File: src/sv/bbts_pkg.sv
// Shared types and constants of the bilinear byte texture sampler.
package bbts_pkg;

    // Configuration register layout.
    localparam int CFG_W     = 9;
    localparam int CFG_IDX_W = 1;
    localparam logic [CFG_IDX_W-1:0] REG_TEX_WIDTH  = 1'd0;
    localparam logic [CFG_IDX_W-1:0] REG_TEX_HEIGHT = 1'd1;

    // A clamped dimension never exceeds the 9-bit register value, but a zero value becomes 1.
    localparam int DIM_W = 9;
    localparam int WGT_W = 17;
    localparam int ACC_W = 24;

    localparam logic [1:0] MODE_WRITE  = 2'd0;
    localparam logic [1:0] MODE_FETCH  = 2'd1;
    localparam logic [1:0] MODE_SAMPLE = 2'd2;

    typedef struct packed {
        logic [1:0]  mode;
        logic [7:0]  texel_x;
        logic [7:0]  texel_y;
        logic [7:0]  texel_value;
        logic [15:0] coord_u;
        logic [15:0] coord_v;
    } t_in_item;

    typedef struct packed {
        logic [7:0]  fetched_texel;
        logic [15:0] sample_value;
    } t_out_item;

    typedef enum logic [1:0] {
        CMD_WRITE,
        CMD_FETCH,
        CMD_SAMPLE
    } t_cmd_kind;

    // One command from the front end to the store sequencer.
    typedef struct packed {
        t_cmd_kind        kind;
        logic [DIM_W-1:0] x0;
        logic [DIM_W-1:0] x1;
        logic [DIM_W-1:0] y0;
        logic [DIM_W-1:0] y1;
        logic [7:0]       fu;
        logic [7:0]       fv;
        logic [7:0]       value;
    } t_cmd;

endpackage

File: src/sv/bbts_front.sv
// Front end: configuration registers, input register and item classification.
module bbts_front #(
    parameter int MAX_DIM = 256
) (
    input  logic                             i_clk,
    input  logic                             i_rst_n,
    input  logic                             i_cfg_we,
    input  logic [bbts_pkg::CFG_IDX_W-1:0]   i_cfg_idx,
    input  logic [bbts_pkg::CFG_W-1:0]       i_cfg_data,
    input  logic                             i_in_valid,
    output logic                             o_in_stall,
    input  bbts_pkg::t_in_item               i_in_item,
    output logic                             o_cmd_push,
    input  logic                             i_q_full,
    output bbts_pkg::t_cmd                   o_cmd,
    output logic [bbts_pkg::DIM_W-1:0]       o_eff_w
);
    import bbts_pkg::*;

    localparam int SU_W = 16 + DIM_W;

    logic [CFG_W-1:0] r_tex_w;
    logic [CFG_W-1:0] r_tex_h;
    logic             r_valid;
    t_in_item         r_item;

    logic [DIM_W-1:0] eff_w;
    logic [DIM_W-1:0] eff_h;
    logic [SU_W-1:0]  su;
    logic [SU_W-1:0]  sv;
    logic [DIM_W-1:0] x0;
    logic [DIM_W-1:0] y0;
    logic [DIM_W:0]   x0_inc;
    logic [DIM_W:0]   y0_inc;
    logic             drop;
    logic             accept;
    logic             done;

    function automatic logic [DIM_W-1:0] eff_dim(input logic [CFG_W-1:0] d);
        logic [31:0] v;
        v = 32'(d);
        if (d == '0) begin
            v = 32'd1;
        end else if (32'(d) > 32'(MAX_DIM)) begin
            v = 32'(MAX_DIM);
        end
        return v[DIM_W-1:0];
    endfunction

    assign eff_w = eff_dim(r_tex_w);
    assign eff_h = eff_dim(r_tex_h);
    assign o_eff_w = eff_w;

    // Scale the Q0.16 coordinates to texel space; integer part and 8-bit fraction.
    assign su = SU_W'(r_item.coord_u) * SU_W'(eff_w - DIM_W'(1));
    assign sv = SU_W'(r_item.coord_v) * SU_W'(eff_h - DIM_W'(1));
    assign x0 = su[SU_W-1:16];
    assign y0 = sv[SU_W-1:16];
    assign x0_inc = {1'b0, x0} + (DIM_W+1)'(1);
    assign y0_inc = {1'b0, y0} + (DIM_W+1)'(1);

    always_comb begin
        o_cmd = '0;
        drop  = 1'b0;
        case (r_item.mode)
            MODE_WRITE: begin
                o_cmd.kind  = CMD_WRITE;
                o_cmd.x0    = DIM_W'(r_item.texel_x);
                o_cmd.y0    = DIM_W'(r_item.texel_y);
                o_cmd.value = r_item.texel_value;
                drop = (DIM_W'(r_item.texel_x) >= eff_w) ||
                       (DIM_W'(r_item.texel_y) >= eff_h);
            end
            MODE_FETCH: begin
                o_cmd.kind = CMD_FETCH;
                o_cmd.x0   = DIM_W'(r_item.texel_x);
                o_cmd.y0   = DIM_W'(r_item.texel_y);
            end
            MODE_SAMPLE: begin
                o_cmd.kind = CMD_SAMPLE;
                o_cmd.x0   = x0;
                o_cmd.y0   = y0;
                // Repeat wrap: the neighbor past the last column or row wraps to index zero.
                o_cmd.x1   = (x0_inc >= {1'b0, eff_w}) ? '0 : x0_inc[DIM_W-1:0];
                o_cmd.y1   = (y0_inc >= {1'b0, eff_h}) ? '0 : y0_inc[DIM_W-1:0];
                o_cmd.fu   = su[15:8];
                o_cmd.fv   = sv[15:8];
            end
            default: begin
                drop = 1'b1;
            end
        endcase
    end

    assign done       = r_valid && (drop || !i_q_full);
    assign o_cmd_push = r_valid && !drop && !i_q_full;
    assign o_in_stall = r_valid && !done;
    assign accept     = i_in_valid && !o_in_stall;

    always_ff @(posedge i_clk) begin
        if (!i_rst_n) begin
            r_tex_w <= CFG_W'(256);
            r_tex_h <= CFG_W'(256);
            r_valid <= 1'b0;
        end else begin
            if (i_cfg_we) begin
                case (i_cfg_idx)
                    REG_TEX_WIDTH:  r_tex_w <= i_cfg_data;
                    REG_TEX_HEIGHT: r_tex_h <= i_cfg_data;
                    default: ;
                endcase
            end
            if (accept) begin
                r_valid <= 1'b1;
            end else if (done) begin
                r_valid <= 1'b0;
            end
        end
    end

    always_ff @(posedge i_clk) begin
        if (accept) begin
            r_item <= i_in_item;
        end
    end

    a_held_item: assert property (@(posedge i_clk) disable iff (!i_rst_n)
        (r_valid && o_in_stall) |=> (r_valid && $stable(r_item)))
        else $error("front item changed while stalled");

    a_dims_nonzero: assert property (@(posedge i_clk) disable iff (!i_rst_n)
        (eff_w != '0) && (eff_h != '0))
        else $error("clamped texture dimension is zero");

endmodule

File: config.mk
export PLATFORM = sky130hd
export DESIGN_NAME = bbts_front
export DESIGN_NICKNAME = d
export VERILOG_FILES = /design/src/sv/bbts_pkg.sv /design/src/sv/bbts_front.sv
export SDC_FILE = /design/constraint.sdc
export NUM_CORES = 1
export LEC_CHECK = 0
export BUFFER_PORTS_ARGS = -buffer_cell sky130_fd_sc_hd__buf_2
export CORE_MARGIN = 3
export CORE_UTILIZATION = 30
export CTS_CLUSTER_DIAMETER = 150
export DETAILED_ROUTE_END_ITERATION = 6
export HOLD_SLACK_MARGIN = 0.03
export PLACE_DENSITY = 0.46
export SLEW_MARGIN = 10
export SYNTH_ARGS = -nofsm -noshare
export SYNTH_HDL_FRONTEND = slang
export SYNTH_SLANG_ARGS = --single-unit
File: constraint.sdc
create_clock -name i_clk -period 23.2 [get_ports i_clk]
set_input_delay 5.8 -clock i_clk [delete_from_list [all_inputs] [get_ports i_clk]]
set_output_delay 5.8 -clock i_clk [all_outputs]
set_load 0.01 [all_outputs]
==> results.txt <==
The worst hold path terminates at r_tex_h[0]. The run gives 0 as the final max-slew violation count. After clock tree synthesis, the repair step resized 0 gates. The post-synthesis adder-cell area fraction was 0.4314; the total grt overflow was 0. The core region is 50270 um2. Among all cell types in the netlist, the one instantiated most often is inv_1.

In this run the critical register-to-register path is launched from r_tex_w[8]. In this run the remaining antenna-violating nets after routing total 0. In this run the mean area of a mapped cell was 9.055 um2.

The measured slew at the worst slew-check pin was 1.019 ns; the number of H-tree levels was 3. During placement, the flow inserted port buffers numbering 145. The tools report the final sum of negative setup slack as 0 ns. The run gives 15280 um2 as the post-synthesis instance area.

The area growth from synthesis to layout is 12.45%. Hold repair after CTS inserted 0 buffers. The worst reg2reg path endpoint is r_item[0]. After clock tree synthesis, the clock-pin slew on the worst setup and hold paths is 0.07 ns. The run gives 2 as the clock tree buffer depth. The part of the cycle the worst path needs was 0.6755. The layout cell share with drive strength beyond 1 works out to 0.1230. For this block, the initial DRC count from the detailed router was 513. The number of warnings reported in the yosys synthesis log was 0; the area share of xor/xnor cells in the synthesized design was 0.03143. The insertion delay to the later sink of the worst-skew pair came out at 0.38 ns. The commonest cells after synthesis are 311 x inv_1, 221 x nand2_1, 220 x fa_1. The flow ran to the end, and the final reports show no timing, DRC or antenna violations. Ranked by total cell area, the synthesized netlist is headed by fa_1 29%, ha_1 14%, edfxtp_1 11%. Based on the critical path, the design can be clocked at up to 63.81 MHz. Counting flops and latches in the post-synthesis netlist gives 77. The root buffer cell is clkbuf_16. The initial cell density of the core is 0.3040, and the first-pass GRT wire length is 68780 um. For the number of hold-slack violations in the final timing report, the log shows 0. After layout, the minimum clock period comes to 15.67 ns.

The count of final setup violators was 0; the placement row count was 82. At the worst endpoint, the arrival time is 9.87 ns. The floorplan step defined a die boundary enclosing 53690 um2. The share of Yosys cell area claimed by the top area cell type was 0.2881. The die outline height is 231.7 um, and the number of antenna violations at the first check in global routing is 6. From left edge to right edge, the die measures 231.7 um.

The run gives 1688 as the count of mapped cells out of synthesis. The tools report the net count reported at finish as 2301. By instance count, the cell type seen most on the critical path is fa_1.

The area share of and/or/nand/nor cells after synthesis was 0.1947. The global-route total usage across every layer is 0.1620. The mux contribution to synthesized area is 0.003438, and the proportion of synthesized flip-flops having asynchronous set or reset is 0. The clock net in this run drives a total of 77 sinks. In this design, the stage delay of the slowest critical-path cell is 0.83 ns. The filler cells instantiated in the layout total 5361.

Max-cap violations in this run came to 0. The run gives 0 as the post-CTS setup-driven buffer insertion count. The cell accounting for the most synthesized area was fa_1. Most frequently used flop master after synthesis: edfxtp_1.

Cell with the largest stage delay on the worst path: xnor2_2. Type of destination of the critical path: a primary output. By area, the combinational part of the netlist is dominated by adder cells.

STA classifies the critical path startpoint as a flip-flop. Detailed placement finished with a half-perimeter wire length of 33360 um. The via count of the first global-routing pass is 12.82k, and the highest fanout seen on the critical path is 23. Summed over all layers, the routed wires come to 41010 um. Clock tree synthesis inserted a total of 9 buffers.

The run gives 0.1388 as the post-synthesis sequential area ratio. Setup repair after global routing left no endpoint under its margin. The tools report the number of optimization iterations in the first detailed-route pass as 5.

The worst setup path is of the reg -> out kind. The logs give 11.89k for the count of vias placed by the detailed router and 0.01529 ns for the setup clock skew after layout. The area fraction in compound gates after synthesis came out at 0.1079.

The instance count along the most critical hold path was 2; the required time of the critical path was 17.40 ns. Setup slack on the worst reg-to-reg path comes out at 18.99 ns. In this run, synthesis inferred 58 flip-flops with an integrated enable. TritonCTS built the clock tree.

The routed length per placed instance came out at 16.31 um. For the final weighted congestion of routability-driven global placement, the log shows 0.8452. Entering global routing, the biggest net connects 59 pins.

The worst slew margin relative to its limit was 0.3172. In the routed layout, each cell is associated on average with a via count of 4.729. The tightest min-delay check is of the reg -> reg type. The netlist uses 86 different library cells.

For this run, design rule violations remaining after detail routing come to 0. The length in cells of the worst reg-to-reg path came out at 15. The tools report the number of top-level pins as 146. The tools report the beginning of the worst hold path as r_tex_h[0].
==> per-layer routing <==
metal / global-route usage / vias up / routed length [um]
met1: 0.2164 / 5997 / 19150
li1: - / 5673 / -
met3: 0.02834 / 40 / 1552
met5: 0 / - / 23
met2: 0.2711 / 174 / 19580
met4: 0.04280 / 4 / 705
==> state kept, by name (all words and copies together) (netlist names) <==
register / flops
r_valid: 1
r_tex_w: 9
r_item: 58
r_tex_h: 9
==> how the worst max path moves through the flow <==
stage	startpoint	endpoint	slack [ns]	cells after the start
after floorplan	r_tex_h[3]	o_cmd[32]	9.21	33
after global placement	r_tex_w[8]	o_cmd[49]	8.04	31
after detailed placement	r_tex_w[8]	o_cmd[49]	7.86	31
after CTS	r_tex_w[8]	o_cmd[49]	7.39	31
after global routing	r_tex_w[8]	o_cmd[44]	6.73	31
final	r_tex_w[8]	o_cmd[49]	7.53	31
==> logic make-up (layout without fill, tap and decap cells) <==
group	count (synthesis)	count (layout)
other cells	2	36
simple gates	567	567
buf+inv	364	484
mux	5	5
flops	77	77
compound gates	224	224
fa+ha+maj	395	395
xor+xnor	54	54
==> worst max-delay path, delay by kind of cell, from the launching register on <==
| family | cells | cell delay [ns] |
|---|---|---|
| DFF | 1 | 0.54 |
| and+or+nand+nor | 6 | 0.89 |
| adders and majority gates | 8 | 3.10 |
| xor gates and xnor gates | 2 | 1.10 |
| buffers and inverters | 7 | 0.97 |
| AOI/OAI and AO/OA | 8 | 2.87 |
==> metrics by stage <==
step           instance area [um2]  utilization  instances  hold WS, ns  setup WS (ns)
6_report                     17190       0.3419       2514       0.4942          7.528
5_1_grt                      17180       0.3418       2512       0.5034          6.726
4_1_cts                      17180       0.3417       2510       0.4981          7.391
3_5_place_dp                 16850       0.3352       2494       0.4840          7.860
3_3_place_gp                 16850       0.3352       2494       0.4778          8.040
2_1_floorplan                15400            -       1718       0.4475          9.207
==> cell usage in the layout, fill, tap and decap left out, drive strengths merged, types with 8 or more instances in the layout <==
cell type  instances
a22o               8
o211ai             9
inv              314
o21a               8
nor2b             13
and3              11
buf              155
edfxtp            58
xor2              20
xnor2             34
and2             134
nor3b             10
fa               220
nand2            222
a21oi             55
dfxtp             19
ha               175
clkbuf            10
nor3              22
conb              32
a21o              27
a211oi            15
a21boi            16
o21ai             32
nor2              59
nand3             21
nand2b            38
==> area by class of cell <==
type                            count  area, um2  share of cell area
Multi-Input combinational cell   1277      11920              0.6932
Sequential cell                    77       2122              0.1235
Inverter                          313       1175             0.06836
Tap cell                          672      840.8             0.04892
Timing Repair Buffer              155      800.8             0.04659
Clock buffer                       10      229.0             0.01332
Clock inverter                      6      95.09            0.005533
Antenna cell                        4      10.01           0.0005824
Power is not shown: default switching activity piles up to over one toggle a cycle in this logic, so the estimate is an artifact.
