<file path="config.mk">
export PLATFORM = sky130hd
export DESIGN_NAME = bbts_fifo
export DESIGN_NICKNAME = d
export VERILOG_FILES = /design/src/sv/bbts_pkg.sv /design/src/sv/bbts_fifo.sv
export SDC_FILE = /design/constraint.sdc
export NUM_CORES = 1
export LEC_CHECK = 0
export BUFFER_PORTS_ARGS = -buffer_cell sky130_fd_sc_hd__buf_2
export CAP_MARGIN = 5
export CORE_AREA = 4 4 102 104
export DETAILED_ROUTE_END_ITERATION = 6
export DIE_AREA = 0 0 106 108
export HOLD_SLACK_MARGIN = 0.03
export PLACE_DENSITY = 0.74
export SLEW_MARGIN = 20
export SYNTH_ARGS = -nofsm -noshare
export SYNTH_HDL_FRONTEND = slang
export SYNTH_SLANG_ARGS = --single-unit
</file>
<file path="constraint.sdc">
create_clock -name i_clk -period 9.5 [get_ports i_clk]
set_input_delay 0.475 -clock i_clk [delete_from_list [all_inputs] [get_ports i_clk]]
set_output_delay 0.475 -clock i_clk [all_outputs]
set_load 0.02 [all_outputs]
</file>
<file path="src/sv/bbts_pkg.sv">
// Shared types and constants of the bilinear byte texture sampler.
package bbts_pkg;

    // Configuration register layout.
    localparam int CFG_W     = 9;
    localparam int CFG_IDX_W = 1;
    localparam logic [CFG_IDX_W-1:0] REG_TEX_WIDTH  = 1'd0;
    localparam logic [CFG_IDX_W-1:0] REG_TEX_HEIGHT = 1'd1;

    // A clamped dimension never exceeds the 9-bit register value, but a zero value becomes 1.
    localparam int DIM_W = 9;
    localparam int WGT_W = 17;
    localparam int ACC_W = 24;

    localparam logic [1:0] MODE_WRITE  = 2'd0;
    localparam logic [1:0] MODE_FETCH  = 2'd1;
    localparam logic [1:0] MODE_SAMPLE = 2'd2;

    typedef struct packed {
        logic [1:0]  mode;
        logic [7:0]  texel_x;
        logic [7:0]  texel_y;
        logic [7:0]  texel_value;
        logic [15:0] coord_u;
        logic [15:0] coord_v;
    } t_in_item;

    typedef struct packed {
        logic [7:0]  fetched_texel;
        logic [15:0] sample_value;
    } t_out_item;

    typedef enum logic [1:0] {
        CMD_WRITE,
        CMD_FETCH,
        CMD_SAMPLE
    } t_cmd_kind;

    // One command from the front end to the store sequencer.
    typedef struct packed {
        t_cmd_kind        kind;
        logic [DIM_W-1:0] x0;
        logic [DIM_W-1:0] x1;
        logic [DIM_W-1:0] y0;
        logic [DIM_W-1:0] y1;
        logic [7:0]       fu;
        logic [7:0]       fv;
        logic [7:0]       value;
    } t_cmd;

endpackage

</file>
<file path="src/sv/bbts_fifo.sv">
// Two-entry command queue between the front end and the store sequencer.
module bbts_fifo (
    input  logic            i_clk,
    input  logic            i_rst_n,
    input  logic            i_push,
    input  bbts_pkg::t_cmd  i_cmd,
    output logic            o_full,
    input  logic            i_pop,
    output logic            o_empty,
    output bbts_pkg::t_cmd  o_head
);
    import bbts_pkg::*;

    t_cmd       r_entry [2];
    logic       r_wr_ptr;
    logic       r_rd_ptr;
    logic [1:0] r_count;

    assign o_full  = (r_count == 2'd2);
    assign o_empty = (r_count == 2'd0);
    assign o_head  = r_entry[r_rd_ptr];

    always_ff @(posedge i_clk) begin
        if (!i_rst_n) begin
            r_wr_ptr <= 1'b0;
            r_rd_ptr <= 1'b0;
            r_count  <= 2'd0;
        end else begin
            if (i_push) begin
                r_wr_ptr <= !r_wr_ptr;
            end
            if (i_pop) begin
                r_rd_ptr <= !r_rd_ptr;
            end
            case ({i_push, i_pop})
                2'b10:   r_count <= r_count + 2'd1;
                2'b01:   r_count <= r_count - 2'd1;
                default: r_count <= r_count;
            endcase
        end
    end

    always_ff @(posedge i_clk) begin
        if (i_push) begin
            r_entry[r_wr_ptr] <= i_cmd;
        end
    end

    a_no_overflow: assert property (@(posedge i_clk) disable iff (!i_rst_n)
        !(i_push && o_full) && !(i_pop && o_empty))
        else $error("command queue overflow or underflow");

endmodule

</file>
==> results of run 1 <==
[layout by cell type (no fill, tap or decap)]
cell type | synthesis | layout
buf_2 | 7 | 129
bufinv_16 | 0 | 4
o21a_1 | 1 | 1
and2b_2 | 1 | 1
clkinv_4 | 0 | 1
nor2_1 | 2 | 1
clkbuf_8 | 0 | 1
dfxtp_2 | 0 | 1
inv_1 | 1 | 1
clkinv_1 | 0 | 5
mux2_2 | 62 | 62
clkbuf_16 | 0 | 16
xnor2_1 | 2 | 2
clkinv_2 | 0 | 1
a21boi_1 | 1 | 1
nor2b_1 | 1 | 1
buf_4 | 0 | 3
clkbuf_1 | 0 | 2
dfxtp_1 | 5 | 4
ha_1 | 1 | 1
clkinvlp_4 | 0 | 2
and2_2 | 0 | 1
xor2_1 | 1 | 1
o21ai_0 | 1 | 1
edfxtp_1 | 124 | 124
or3_1 | 1 | 1
nor2_4 | 0 | 1
and2_1 | 4 | 3
[state kept, by name, summed over array words and instances (netlist names), named ones only]
name and flops:
r_count 2, r_wr_ptr 1, r_entry 124, r_rd_ptr 1
[worst reg2reg max path: stages (launching register included)]
cell and delay (ns):
dfxtp_1 0.39, and2_2 0.83, buf_4 0.47
[layout make-up]
cell class,instances,area (um2)
clock inverters,13,168
inverters,1,3.75
multi-input cells,78,820
well taps,133,166
flip-flops and latches,129,3820
fillers,754,3480
clock buffers,19,422
repair buffers,132,668
[path summary, 6_finish.rpt]
check | to | from | depth (start not counted) | slack, ns
worst max-delay path | o_head[36] | register | 3 | 6.71
worst min-delay path | r_entry[1][41] | i_cmd[41] | 1 | 0.16
worst max register to register | r_entry[1][36] | r_wr_ptr | 2 | 7.48
worst min register to register | r_count[1] | r_count[1] | 2 | 0.52
[through the flow]
stage	cell area [um2]	total power, mW	instances	hold slack [ns]
detailed placement	5480	0.827	473	0.514
global placement	5480	0.823	473	0.476
finish	6070	1.45	505	0.164
global route	6070	1.51	505	0.130
floorplan	4670	0.772	215	0.466
CTS	6070	1.46	505	0.135
[synth_stat cells]
master,n
edfxtp_1,124
mux2_2,62
buf_2,7
dfxtp_1,5
and2_1,4
nor2_1,2
xnor2_1,2
a21boi_1,1
and2b_2,1
ha_1,1
inv_1,1
nor2b_1,1
o21a_1,1
o21ai_0,1
or3_1,1
xor2_1,1
[per-layer routing]
layer  GRT usage, %  wire length (um)  vias to the layer above
met1           17.6              3160                     1173
met2           26.5              4460                       87
met4           4.44                43                        0
met5              0                 0                        -
li1               -                 -                     1136
met3           6.21               609                        5
[power by group through the flow]
stage | clock network (mW) | registers, mW | logic [mW]
final | 0.636 | 0.668 | 0.144
after global routing | 0.680 | 0.671 | 0.157
after CTS | 0.648 | 0.669 | 0.148
after detailed placement | 0 | 0.680 | 0.147
after global placement | 0 | 0.678 | 0.145
after floorplan | 0 | 0.676 | 0.0960
[cells by family after synthesis]
logic type / share of synthesized area [%]
DFF: 81.8
muxes: 14.9
and+or+nand+nor: 1.15
buffers and inverters: 0.830
AOI/OAI and AO/OA: 0.428
xor gates and xnor gates: 0.562
adders and majority gates: 0.268
==> flow_summary.yaml, run 1 <==
status:
  status: "finished, final reports clean"
sta:
  max_slew.worst_pin.slew_ns: 0.985
  fin_crit_sh_pct: 29.4
  post-route-min-period_ns: 2.79
  postLayoutSetupSlackWorst_ns: 6.71
  setup_total_negative_slack_ns: 0
  finClkSkew_ns: 0.00813
  timing_hold_violations_final: 0
  grt_setup_unrepaired: "false"
  maxSlewViolCount: 0
  max_freq_mhz: 358
  setup_viol_count_final: 0
  max-slew-margin-rel_pct: 34.4
floorplan:
  die_w_um: 106
  starting_density_pct: 48.9
  core.rowCount: 36
  core_um2: 9550
  io_pins: 130
  chipHeight_um: 108
  dieArea_um2: 11400
placed_design:
  dp_slack_ns: 7.17
  gp_congestion: 0.683
  detailed_place_hpwl_um: 5440
  port-buffer-count: 129
global_routing:
  grt_start_max_net_pins: 48
  first_pass_grt_wire_length_um: 13100
  number_of_global_route_vias_before_repair: 2703
  gr-total-overflow: 0
  grt_use_total_pct: 15.3
  antenna_found_initial: 0
clock_network:
  cts.sink_count: 129
  clockRootBuffer: "clkbuf_8"
  clk_lat_worst_skew_ns: 0.50
  numCtsBuffers: 17
  cts_post_setup_buffers_inserted: 0
  cts.repair.resized: 0
  cts_max_path_buffers: 2
  path_clk_slew_ns: 0.06
  cts_tree: "yes"
  cts.htree.levels: 4
  cts.hold.buffers_added: 0
pwr:
  share_comb_of_total_power_pct: 10.0
  worst_ir_drop_vdd_mv: 0.128
  p_int_mw: 1.14
  power_leakage_nw: 2.29
  clockPowerShare_pct: 43.9
  pwr-share-seq_pct: 46.1
  p_per_area_nw_per_um2: 239
  switching_power_total_uw: 310
  p_sw_share_pct: 21.4
logic_synthesis:
  synth_top_area_share_pct: 79.7
  yosysUniqueCellTypes: 16
  netlist_instances: 215
  netlist.top_cell.by_area: "edfxtp_1"
  synth_warnings: 0
  syn_area_per_cell_um2: 21.7
  synth_nets: 282
  syn_area_um2: 4670
  synth.top_cells.by_area: "edfxtp_1 80%, mux2_2 15%, dfxtp_1 2.1%, buf_2 0.75%, and2_1 0.54%"
  synth-seq-area-share_pct: 81.8
  synth-seq-cells: 129
final_layout:
  final_net_count: 426
  postLayoutCoreUtil_pct: 63.6
  area_delta_synth_final_pct: 29.9
  drive_gt1_share_pct: 59.9
  insertedDiodeCount: 0
critical_path:
  cpLargestDelayFamily: "buffers and inverters"
  cp_max_fo: 42
  critPathLaunchType: "register"
  end_kind: "output port"
  timing.critical_path.cells: "buf_4 -> mux2_2 -> buf_2"
  cp_slowest_stage_delay_ns: 0.64
  path_class: "register to output port"
  critical_path.n_buffers_inverters: 2
  worst_path_max_delay_cell: "dfxtp_2"
  worst-endpoint-arrival_ns: 2.32
  required_time_at_the_worst_slack_endpoint_ns: 9.03
flow_run:
  max_cap_violations: 0
routing:
  route.final.wire_length_um: 8280
  detail-route-antenna-nets: 0
  routedWlPerCell_um: 16.4
  vias: 2401
  initialDrtViolationCount: 81
  drcViolationCount: 0
  detail_route.vias_per_cell: 4.75
  first_pass_iters: 3
worst_hold_path:
  hold_path_class: "primary input to register"
No activity file was read; power rests on OpenSTA's default activity.
==> inputs of run 2 (changes only) <==
--- a/config.mk
+++ b/config.mk
@@ -5,13 +5,14 @@
 export SDC_FILE = /design/constraint.sdc
 export NUM_CORES = 1
 export LEC_CHECK = 0
+export ABC_AREA = 1
 export BUFFER_PORTS_ARGS = -buffer_cell sky130_fd_sc_hd__buf_2
 export CAP_MARGIN = 5
-export CORE_AREA = 4 4 102 104
+export CORE_AREA = 4 4 106 108
 export DETAILED_ROUTE_END_ITERATION = 6
-export DIE_AREA = 0 0 106 108
+export DIE_AREA = 0 0 110 112
 export HOLD_SLACK_MARGIN = 0.03
-export PLACE_DENSITY = 0.74
+export PLACE_DENSITY = 0.72
 export SLEW_MARGIN = 20
 export SYNTH_ARGS = -nofsm -noshare
 export SYNTH_HDL_FRONTEND = slang
==> constraint.sdc (replaced) <==
create_clock -name i_clk -period 2.9 [get_ports i_clk]
set_input_delay 0.145 -clock i_clk [delete_from_list [all_inputs] [get_ports i_clk]]
set_output_delay 0.145 -clock i_clk [all_outputs]
set_load 0.02 [all_outputs]
==> flow_summary.yaml, run 2 <==
status:
  status: "finished, final reports clean"
final_layout:
  insertedDiodeCount: 0
  area_of_combinational_cells_with_multiple_inputs_um2: 1030
  filler_cell_count: 693
  area_delta_synth_final_pct: 41.0
  layout_commonest_cell: "buf_2"
  largest_register: "r_entry"
  final_net_count: 507
  final_cell_mix: "129 x buf_2, 124 x edfxtp_1, 66 x dlygate4sd3_1"
  largest_register_ffs: 124
  drive_gt1_share_pct: 50.6
  final-seq-area_um2: 3830
  top_regs: "r_entry: 124 flops, r_count: 2 flops"
sta:
  timing_hold_violations_final: 0
  max_freq_mhz: 432
  setup_total_negative_slack_ns: 0
  worst_hold_slack_ns: 0.362
  setup_viol_count_final: 0
  postLayoutSetupSlackWorst_ns: 0.588
  maxSlewViolCount: 0
  post-route-min-period_ns: 2.31
  fin_crit_sh_pct: 79.7
  max_slew.worst_pin.slew_ns: 0.703
  finClkSkew_ns: 0.00682
  max-slew-margin-rel_pct: 53.0
  grt_setup_unrepaired: "false"
critical_path:
  critPathLaunchType: "register"
  regToRegStartpoint: "r_wr_ptr"
  path_class: "register to output port"
  worst-endpoint-arrival_ns: 2.17
  cp_max_fo: 36
  worst_path_max_delay_cell: "dfxtp_4"
  end_kind: "output port"
  required_time_at_the_worst_slack_endpoint_ns: 2.76
  critical_path.endpoint: "o_head[10]"
  timing.critical_path.depth: 3
  r2r-end: "r_entry[1][54]"
  critical_path.n_buffers_inverters: 2
  timing.critical_path.cells: "buf_4 -> mux2_4 -> buf_2"
  rr_worst_depth: 3
  cp_slowest_stage_delay_ns: 0.76
  cpLargestDelayFamily: "flip-flops"
  reg2reg_setup_slack_ns: 1.30
placed_design:
  dp_slack_ns: 1.08
  detailed_place_hpwl_um: 5640
  port-buffer-count: 129
  gp_congestion: 0.698
global_routing:
  global_route.usage.met2_pct: 27.5
  antenna_found_initial: 0
  gr-total-overflow: 0
  grt_use_total_pct: 15.8
  use_met3_pct: 4.64
  grt_start_max_net_pins: 41
  grt.busiest_layer: "met2"
  number_of_global_route_vias_before_repair: 2985
  first_pass_grt_wire_length_um: 14500
  grt.met1_usage_pct: 17.8
logic_synthesis:
  synthArstFlopShare_pct: 0
  synth_warnings: 0
  netlist_instances: 228
  synth-edff-count: 124
  synth_top_area_share_pct: 74.4
  synth-seq-area-share_pct: 76.4
  yosys.cell_count.top_type: "edfxtp_1"
  synth.top_cells.by_area: "edfxtp_1 74%, mux2_4 18%, buf_12 2.4%, dfxtp_1 2.0%, nor2_1 0.90%"
  yosysUniqueCellTypes: 13
  syn_area_per_cell_um2: 22.0
  synth_nets: 295
  synth_ff_type: "edfxtp_1"
  synth_top_cells_by_count: "124 x edfxtp_1, 60 x mux2_4, 12 x nor2_1"
  syn_area_um2: 5000
  netlist.top_cell.by_area: "edfxtp_1"
  synth-seq-cells: 129
floorplan:
  starting_density_pct: 48.9
  core_um2: 10200
  chipHeight_um: 112
  io_pins: 130
  die_w_um: 110
  dieArea_um2: 12300
  core.rowCount: 37
routing:
  drcViolationCount: 0
  initialDrtViolationCount: 106
  detail-route-antenna-nets: 0
  detail_route.vias_per_cell: 4.56
  routedWlPerCell_um: 15.8
  first_pass_iters: 4
  route.final.wire_length_um: 9290
  vias: 2685
clock_network:
  numCtsBuffers: 17
  cts_tree: "yes"
  clk_lat_worst_skew_ns: 0.50
  clockRootBuffer: "clkbuf_8"
  cts.sink_count: 129
  cts.repair.resized: 0
  cts.htree.levels: 4
  cts_max_path_buffers: 2
  cts_post_setup_buffers_inserted: 0
  path_clk_slew_ns: 0.06
  cts.hold.buffers_added: 66
pwr:
  power_leakage_nw: 2.87
  worst_ir_drop_vdd_mv: 0.437
  p_per_area_nw_per_um2: 706
  total_power_mw: 4.98
flow_run:
  max_cap_violations: 0
worst_hold_path:
  hold_path_class: "primary input to register"
  min_delay_path_depth: 2
==> run 2: routing by layer <==
layer	part of all wire [%]	wire length, um
met1	39	3580
met2	55	5080
met3	5.4	505
met4	1.4	127
met5	0	0
==> run 2: through the flow <==
stage | instance area, um2 | utilization (%) | std cells
4_1_cts | 7060 | 69.0 | 589
3_3_place_gp | 5760 | 56.3 | 491
6_report | 7060 | 69.0 | 589
3_5_place_dp | 5760 | 56.3 | 491
2_1_floorplan | 5010 | - | 228
5_1_grt | 7060 | 69.0 | 589
==> run 2: area by class of cell <==
class / instances / area share [%]
clock buffers: 19 / 5.98
clock inverters: 13 / 2.98
inverters: 6 / 0.319
multi-input cells: 86 / 14.7
flip-flops and latches: 129 / 54.2
well taps: 136 / 2.41
repair buffers: 200 / 19.4
==> run 2: where the power goes <==
part | total (mW) | switching [mW] | internal (mW) | leakage, nW
combinational | 0.549 | 0.267 | 0.282 | 1.36
sequential | 2.20 | 0.0480 | 2.16 | 1.21
clock | 2.23 | 0.744 | 1.48 | 0.302
total | 4.98 | 1.06 | 3.92 | 2.87
==> run 2: how the worst min path moves through the flow <==
stage	end	slack (ns)	start
2_1_floorplan	r_entry[0][0]	0.24	i_cmd[0]
3_3_place_gp	r_entry[0][8]	0.33	i_cmd[8]
3_5_place_dp	r_entry[1][8]	0.34	i_cmd[8]
4_1_cts	r_entry[0][48]	0.33	i_cmd[48]
5_1_grt	r_entry[0][48]	0.34	i_cmd[48]
6_report	r_entry[0][48]	0.36	i_cmd[48]
==> run 2: worst reg2reg max path, cell delays in order (launching register included) <==
cell and delay (ns):
dfxtp_1 0.40, nand2_1 0.12, inv_2 0.43, buf_12 0.32
==> run 2: cells by family (layout without fill, tap and decap cells) <==
| logic type | Yosys count | after routing | share of synthesized area (%) |
|---|---|---|---|
| muxes | 62 | 62 | 18.4 |
| AOI/OAI and AO/OA | 2 | 2 | 0.200 |
| adders and majority gates | 1 | 1 | 0.250 |
| buffers and inverters | 13 | 238 | 3.08 |
| DFF | 129 | 129 | 76.4 |
| and+or+nand+nor | 21 | 21 | 1.63 |
